## config.mk

```make
export PLATFORM = sky130hd
export DESIGN_NAME = double_ended_queue_unit
export DESIGN_NICKNAME = d
export VERILOG_FILES = /design/src/rtl/core/dequ_pkg.sv /design/src/rtl/core/dequ_ctrl.sv /design/src/rtl/core/dequ_datapath.sv /design/src/rtl/core/double_ended_queue_unit.sv
export VERILOG_INCLUDE_DIRS = /design/src /design/src/rtl/core
export SDC_FILE = /design/constraint.sdc
export NUM_CORES = 1
export LEC_CHECK = 0
export BUFFER_PORTS_ARGS = -buffer_cell sky130_fd_sc_hd__buf_4
export CAP_MARGIN = 20
export CORE_MARGIN = 1.5
export CORE_UTILIZATION = 40
export CTS_CLUSTER_DIAMETER = 100
export CTS_CLUSTER_SIZE = 10
export DETAILED_ROUTE_END_ITERATION = 12
export GPL_TIMING_DRIVEN = 0
export PLACE_DENSITY = 0.53
export SLEW_MARGIN = 20
export SYNTH_ARGS = -nofsm -noshare
export SYNTH_HDL_FRONTEND = slang
export SYNTH_SLANG_ARGS = --single-unit
export TNS_END_PERCENT = 100
```

## constraint.sdc

```tcl
create_clock -name i_clk -period 8.35 [get_ports i_clk]
set_clock_uncertainty 0.15 [all_clocks]
set_input_delay 0.4175 -clock i_clk [delete_from_list [all_inputs] [get_ports i_clk]]
set_output_delay 0.4175 -clock i_clk [all_outputs]
set_load 0.05 [all_outputs]
```

## src/rtl/core/double_ended_queue_unit_assert.svh

```systemverilog
// Assertion macros for the double-ended queue unit.
// Included by the modules that carry assertions; expects i_clk and i_rst_n in scope.
`ifndef DOUBLE_ENDED_QUEUE_UNIT_ASSERT_SVH
`define DOUBLE_ENDED_QUEUE_UNIT_ASSERT_SVH

// same-cycle implication
`define DEQU_ASSERT_NOW(lbl, ante, cons, msg) \
    lbl: assert property (@(posedge i_clk) disable iff (!i_rst_n) (ante) |-> (cons)) \
        else $error(msg);

// next-cycle implication
`define DEQU_ASSERT_NEXT(lbl, ante, cons, msg) \
    lbl: assert property (@(posedge i_clk) disable iff (!i_rst_n) (ante) |=> (cons)) \
        else $error(msg);

`endif

```

## src/rtl/core/dequ_pkg.sv

```systemverilog
// Shared types and constants for the double-ended queue unit.
// No dependencies.
`timescale 1ns / 1ps

package dequ_pkg;

    localparam int DEPTH   = 16;
    localparam int ADDR_W  = $clog2(DEPTH);
    localparam int CNT_W   = $clog2(DEPTH + 1);
    localparam int DATA_W  = 32;
    localparam int OCC_W   = 5;

    typedef enum logic [1:0] {
        OP_PUSH_FRONT = 2'd0,
        OP_PUSH_BACK  = 2'd1,
        OP_POP_FRONT  = 2'd2,
        OP_POP_BACK   = 2'd3
    } t_opcode;

    typedef enum logic [1:0] {
        ST_OK        = 2'd0,
        ST_UNDERFLOW = 2'd1,
        ST_OVERFLOW  = 2'd2
    } t_status;

    typedef enum logic [1:0] {
        S_IDLE,
        S_EXEC,
        S_LOAD
    } t_state;

    typedef struct packed {
        logic capture;
        logic exec;
        logic load;
    } t_dp_cmd;

    typedef struct packed {
        logic out_free;
    } t_dp_stat;

endpackage

```

## src/rtl/core/dequ_ctrl.sv

```systemverilog
// Sequencer for the double-ended queue unit: accept, execute, load result.
// Depends on dequ_pkg.
`timescale 1ns / 1ps

module dequ_ctrl (
    input  logic               i_clk,
    input  logic               i_rst_n,
    input  logic               i_valid,
    output logic               o_stall,
    input  dequ_pkg::t_dp_stat i_stat,
    output dequ_pkg::t_dp_cmd  o_cmd
);
    import dequ_pkg::*;

    t_state r_state;
    t_state n_state;

    always_ff @(posedge i_clk) begin
        if (!i_rst_n) begin
            r_state <= S_IDLE;
        end else begin
            r_state <= n_state;
        end
    end

    always_comb begin
        n_state = r_state;
        o_cmd   = '0;
        o_stall = 1'b1;
        case (r_state)
            S_IDLE: begin
                o_stall = 1'b0;
                if (i_valid) begin
                    o_cmd.capture = 1'b1;
                    n_state       = S_EXEC;
                end
            end
            S_EXEC: begin
                o_cmd.exec = 1'b1;
                n_state    = S_LOAD;
            end
            S_LOAD: begin
                if (i_stat.out_free) begin
                    o_cmd.load = 1'b1;
                    n_state    = S_IDLE;
                end
            end
            default: begin
                n_state = S_IDLE;
            end
        endcase
    end

endmodule

```

## src/rtl/core/dequ_datapath.sv

```systemverilog
// Ring buffer, head pointer, entry count and output register of the queue unit.
// Depends on dequ_pkg and double_ended_queue_unit_assert.svh.
`timescale 1ns / 1ps

module dequ_datapath (
    input  logic                               i_clk,
    input  logic                               i_rst_n,
    input  dequ_pkg::t_dp_cmd                  i_cmd,
    output dequ_pkg::t_dp_stat                 o_stat,
    input  logic [1:0]                         i_opcode,
    input  logic signed [dequ_pkg::DATA_W-1:0] i_value,
    input  logic                               i_out_stall,
    output logic                               o_out_valid,
    output logic signed [dequ_pkg::DATA_W-1:0] o_popped_value,
    output logic [1:0]                         o_status,
    output logic [dequ_pkg::OCC_W-1:0]         o_occupancy
);
    import dequ_pkg::*;

    logic [DATA_W-1:0] mem [DEPTH];

    t_opcode           r_op;
    logic [DATA_W-1:0] r_val;
    logic [ADDR_W-1:0] r_head;
    logic [CNT_W-1:0]  r_count;
    logic [DATA_W-1:0] r_rd_data;
    logic              r_pop_ok;
    t_status           r_res_status;
    logic              r_out_valid;
    logic [DATA_W-1:0] r_out_popped;
    t_status           r_out_status;
    logic [CNT_W-1:0]  r_out_count;

    logic              is_push;
    logic              full;
    logic              empty;
    logic [ADDR_W-1:0] cnt_lo;
    logic [ADDR_W-1:0] slot;
    logic [ADDR_W-1:0] n_head;
    logic [CNT_W-1:0]  n_count;
    t_status           n_status;
    logic              wr_en;
    logic              rd_en;

    always_comb begin
        is_push  = (r_op == OP_PUSH_FRONT) || (r_op == OP_PUSH_BACK);
        full     = (r_count == CNT_W'(DEPTH));
        empty    = (r_count == '0);
        cnt_lo   = r_count[ADDR_W-1:0];
        n_head   = r_head;
        n_count  = r_count;
        n_status = ST_OK;
        wr_en    = 1'b0;
        rd_en    = 1'b0;
        case (r_op)
            OP_PUSH_FRONT: slot = r_head - ADDR_W'(1);
            OP_PUSH_BACK:  slot = r_head + cnt_lo;
            OP_POP_FRONT:  slot = r_head;
            OP_POP_BACK:   slot = r_head + cnt_lo - ADDR_W'(1);
            default:       slot = r_head;
        endcase
        if (is_push) begin
            if (full) begin
                n_status = ST_OVERFLOW;
            end else begin
                wr_en   = 1'b1;
                n_count = r_count + CNT_W'(1);
                if (r_op == OP_PUSH_FRONT) begin
                    n_head = slot;
                end
            end
        end else begin
            if (empty) begin
                n_status = ST_UNDERFLOW;
            end else begin
                rd_en   = 1'b1;
                n_count = r_count - CNT_W'(1);
                if (r_op == OP_POP_FRONT) begin
                    n_head = r_head + ADDR_W'(1);
                end
            end
        end
    end

    always_ff @(posedge i_clk) begin
        if (i_cmd.exec && wr_en) begin
            mem[slot] <= r_val;
        end
        if (i_cmd.exec && rd_en) begin
            r_rd_data <= mem[slot];
        end
    end

    always_ff @(posedge i_clk) begin
        if (i_cmd.capture) begin
            r_op  <= t_opcode'(i_opcode);
            r_val <= i_value;
        end
        if (i_cmd.exec) begin
            r_pop_ok     <= rd_en;
            r_res_status <= n_status;
        end
        if (i_cmd.load) begin
            r_out_popped <= r_pop_ok ? r_rd_data : '0;
            r_out_status <= r_res_status;
            r_out_count  <= r_count;
        end
    end

    always_ff @(posedge i_clk) begin
        if (!i_rst_n) begin
            r_head      <= '0;
            r_count     <= '0;
            r_out_valid <= 1'b0;
        end else begin
            if (i_cmd.exec) begin
                r_head  <= n_head;
                r_count <= n_count;
            end
            if (i_cmd.load) begin
                r_out_valid <= 1'b1;
            end else if (!i_out_stall) begin
                r_out_valid <= 1'b0;
            end
        end
    end

    assign o_stat.out_free = !r_out_valid || !i_out_stall;
    assign o_out_valid     = r_out_valid;
    assign o_popped_value  = r_out_popped;
    assign o_status        = r_out_status;
    assign o_occupancy     = OCC_W'(r_out_count);

`include "double_ended_queue_unit_assert.svh"

    `DEQU_ASSERT_NOW(a_count_bound, 1'b1, r_count <= CNT_W'(DEPTH), "entry count above depth")
    `DEQU_ASSERT_NEXT(a_underflow, i_cmd.exec && !is_push && empty,
        (r_res_status == ST_UNDERFLOW) && (r_count == '0), "empty pop not flagged")
    `DEQU_ASSERT_NEXT(a_push_grows, i_cmd.exec && is_push && !full,
        r_count == $past(r_count) + CNT_W'(1), "push did not grow count")
    `DEQU_ASSERT_NOW(a_overflow_full, r_out_valid && (r_out_status == ST_OVERFLOW),
        r_out_count == CNT_W'(DEPTH), "overflow reported while not full")
    `DEQU_ASSERT_NOW(a_load_free, i_cmd.load, !r_out_valid || !i_out_stall,
        "result loaded over a held item")

endmodule

```

## src/rtl/core/double_ended_queue_unit.sv

```systemverilog
// Top level of the double-ended queue unit: sequencer plus ring-buffer datapath.
// Depends on dequ_pkg, dequ_ctrl and dequ_datapath.
//
//   channel | direction | handshake          | payload
//   --------+-----------+--------------------+-------------------------------------
//   request | in        | i_valid / o_stall  | i_opcode, i_value
//   result  | out       | o_valid / i_stall  | o_popped_value, o_status, o_occupancy
//
// An item goes through three steps: accept, ring-buffer access (registered read), result load.
// The single-port buffer access is done in its own cycle, so a new item is taken only
// once the previous item's result has been loaded into the result register.
// A held result delays the load step and o_stall stays high until it is handed off;
// only one further item can be accepted and executed while a result waits.
// Synchronous active-low reset empties the queue; buffer contents are not cleared.
`timescale 1ns / 1ps

module double_ended_queue_unit (
    input  logic                               i_clk,
    input  logic                               i_rst_n,
    input  logic                               i_valid,
    output logic                               o_stall,
    input  logic [1:0]                         i_opcode,
    input  logic signed [dequ_pkg::DATA_W-1:0] i_value,
    output logic                               o_valid,
    input  logic                               i_stall,
    output logic signed [dequ_pkg::DATA_W-1:0] o_popped_value,
    output logic [1:0]                         o_status,
    output logic [dequ_pkg::OCC_W-1:0]         o_occupancy
);
    import dequ_pkg::*;

    t_dp_cmd  cmd;
    t_dp_stat stat;

    dequ_ctrl u_ctrl (
        .i_clk   (i_clk),
        .i_rst_n (i_rst_n),
        .i_valid (i_valid),
        .o_stall (o_stall),
        .i_stat  (stat),
        .o_cmd   (cmd)
    );

    dequ_datapath u_datapath (
        .i_clk          (i_clk),
        .i_rst_n        (i_rst_n),
        .i_cmd          (cmd),
        .o_stat         (stat),
        .i_opcode       (i_opcode),
        .i_value        (i_value),
        .i_out_stall    (i_stall),
        .o_out_valid    (o_valid),
        .o_popped_value (o_popped_value),
        .o_status       (o_status),
        .o_occupancy    (o_occupancy)
    );

endmodule

```

==> impl_results.md <==
* Netlist cell types at 48
* Final Core Density at 48.56%
* Num rows at 89
* Global-route wire length before repair at 79.92 mm
* Most used cell, CP: buf_2
* Critical Path Start Type: register
* Asr flop ratio synth at 0%
* Top cells by area, synth: edfxtp_1 (78%), mux4_2 (15%), dfxtp_1 (1.0%)
* Synthesized flop and latch total at 632
* Post-DRT Antenna Nets at 0
* Area leader, netlist: edfxtp_1
* Net Count, Synth at 1060
* Core area at around 59000 um2
* Yosys warns at 0
* Commonest cells after routing, fill and taps aside: edfxtp_1 (620), mux4_2 (158), buf_4 (123), clkbuf_16 (78), buf_2 (51)
* Final wirelength at 54.75 mm
* DRC viols at 0
* Vias per cell at roughly 5.4
* Worst hold slack at 273.7 ps
* CP Capture Type: register
* Area grow syn2layout at 19.93%
* Dpl hpwl at 35.54 mm
* Max-slew violations at 0
* Die ar. at slightly above 60000 um2
* Cells along the critical path: ha_1 > fa_1 > mux2i_1 > ha_1 > mux2i_1 > clkbuf_1 > clkbuf_1 > nand2_1 > nor4_2 > buf_4 > buf_2 > buf_6 > buf_2 > buf_2
* IO Pins at between 70 and 80
* Register area share after synthesis at 78.91%
* Layout cells sized above 1 at about a third
* # setup viols final at 0
* Root buf cell: clkbuf_16
* Vias in the first global route at 11550
* PostCTS Resize Cnt at 0
* Power Dens Cells at roughly 250 nW/um2
* CTS tree: done
* Fin. Hold Viols at 0
* WP buf/inv at 7
* Post-synth top area share at 77.90%
* Crit Path Category: reg2reg
* Fin crit period at approximately 6200 ps
* Initial Utilization at between 40% and 50%
* Hold path start: u_datapath.r_res_status[1]
* Worst vdd ir at 0.0001598 V
* DR vias at 11150
* Status: complete, no violations
* Unrepaired setup endpoints after global routing: no
* Largest net degree at the start of global routing at 33
* Critical Path Source: u_datapath.r_head[0]
* Leak Pwr at 9.460 nW
* Slowest cell on crit path: clkbuf_1
* Drt wl/cell at between 20 and 30 um
* R2R Path Start: u_datapath.r_head[0]
* Largest fanout on the critical path at 10
* FMAX at 160.4 MHz
* Top FF cell, synth: edfxtp_1
* Sink Count at approximately 630
* Number of clock buffers inserted by TritonCTS at 73
* Router iterations before antenna repair at 5
* Total track usage at 18.51%
* I/O Buffers at 78
* Nets at 1344
* H-tree Lvls at 3
* Syn Inst Count at a little over 1000
* Most common cell after layout, fill and taps aside: edfxtp_1
* WP data arrival at 6370 ps
* GPL Wtd Cong at roughly 0.75
* Largest delay share family, worst path: buffers and inverters
* Final cycle utilization of the critical path at about 75%
* Initial DRC Count at 964
* Max-cap violations at 0
* CP peak stage delay at 750 ps
* Syn_area_per_cell at 23.71 um2
* GRT overflow at 0
* Hold WC Path Type: reg2reg
* Clk_lat worst skew at 600 ps
* Slew headroom at about a quarter
* Diode count at 0
* Die H at about 250 um
* Initial antenna violation count at 0
* Die span in x at between 200 and 250 um
* Clk buf depth at 3
* CTS clock-pin slew for the worst setup and hold paths at roughly 60 ps
* Mapped cell area at between 20000 and 25000 um2
* Tightest Pin Transition at 1116 ps
* Required @ worst endpoint at 8490 ps
* Post-synth EDFFs at 620
-- sequential cells by signal, summed over array words and instances, names as in the netlist --
signal	flops
u_ctrl.r_state	2
u_datapath.mem	512
u_datapath.o_occupancy	5
u_datapath.o_out_valid	1
u_datapath.o_popped_value	32
u_datapath.o_status	2
u_datapath.r_count	5
u_datapath.r_head	4
u_datapath.r_op	2
u_datapath.r_pop_ok	1
u_datapath.r_rd_data	32
u_datapath.r_res_status	2
u_datapath.r_val	32
-- cells in the mapped netlist, types with 8 or more instances --
cell	n
edfxtp_1	620
mux4_2	158
and2_1	33
clkbuf_1	19
nand2_1	15
dfxtp_1	12
ha_1	12
nor2_1	12
inv_1	11
a21oi_1	9
buf_4	9
buf_2	8
nor3_1	8
-- metal layers --
layer	GRT usage (%)	share of wire, %	vias to the layer above	routed length [um]
met3	3.363	4.4	73	2398
met1	26.62	46	6004	25130
met5	0	0	-	0
li1	-	-	4813	-
met2	29.52	48	260	26310
met4	4.296	1.7	0	913
-- worst reg2reg max path, stage by stage (launching register included) --
cell and delay (ps):
dfxtp_1 500, ha_1 250, fa_1 450, mux2i_1 260, ha_1 290, mux2i_1 460, clkbuf_1 700, clkbuf_1 750
nand2_1 450, nor4_2 620, buf_4 270, buf_2 240, buf_6 170, buf_2 150, buf_2 210
-- final timing paths --
path,cells after the start,slack (ps),endpoint
min,0,270,u_datapath.o_status[1]
max,14,2120,u_datapath.mem[14][17]
max reg2reg,14,2120,u_datapath.mem[14][17]
min reg2reg,0,270,u_datapath.o_status[1]
-- stage by stage --
stage | total power [mW] | instance area [um2] | worst slack (ps) | cells | TNS [ps]
3_3_place_gp | 4.396 | 25450 | -4680 | 1859 | -1043660
6_report | 7.165 | 28660 | 2117 | 2082 | 0
2_1_floorplan | 4.156 | 23900 | 1644 | 1008 | 0
4_1_cts | 7.259 | 28660 | 1987 | 2082 | 0
3_5_place_dp | 4.422 | 26270 | 2038 | 1953 | 0
5_1_grt | 7.414 | 28660 | 1806 | 2082 | 0
-- cells by family after synthesis --
| logic type | share of synthesized area (%) |
|---|---|
| and+or+nand+nor | 2.309 |
| muxes | 15.50 |
| adders and majority gates | 0.7958 |
| DFF | 78.91 |
| xor gates and xnor gates | 0.2932 |
| buffers and inverters | 1.304 |
| AOI/OAI and AO/OA | 0.8899 |
-- what timing repair did --
action                    in CTS  in global routing
setup buffers                  0                  0
hold endpoints to repair      39                  0
hold buffers                  37                  0
-- power breakdown --
| group | internal (mW) | leakage (nW) | switching, mW | total, mW |
|---|---|---|---|---|
| clock | 1.66 | 0.987 | 1.16 | 2.81 |
| combinational | 0.361 | 2.77 | 0.379 | 0.740 |
| sequential | 3.56 | 5.71 | 0.0523 | 3.61 |
| total | 5.58 | 9.46 | 1.59 | 7.17 |
-- final cells by class --
| cell class | count | area [um2] |
|---|---|---|
| clock buffer | 90 | 1997 |
| sequential | 632 | 18860 |
| multi-input combinational | 319 | 4833 |
| timing repair buffer | 209 | 1668 |
| buffer | 46 | 271.5 |
| tap | 773 | 967.2 |
| inverter | 11 | 41.29 |
| fill | 4865 | 30360 |
| clock inverter | 2 | 25.02 |
Note: power is estimated with default switching activity, not from simulation.
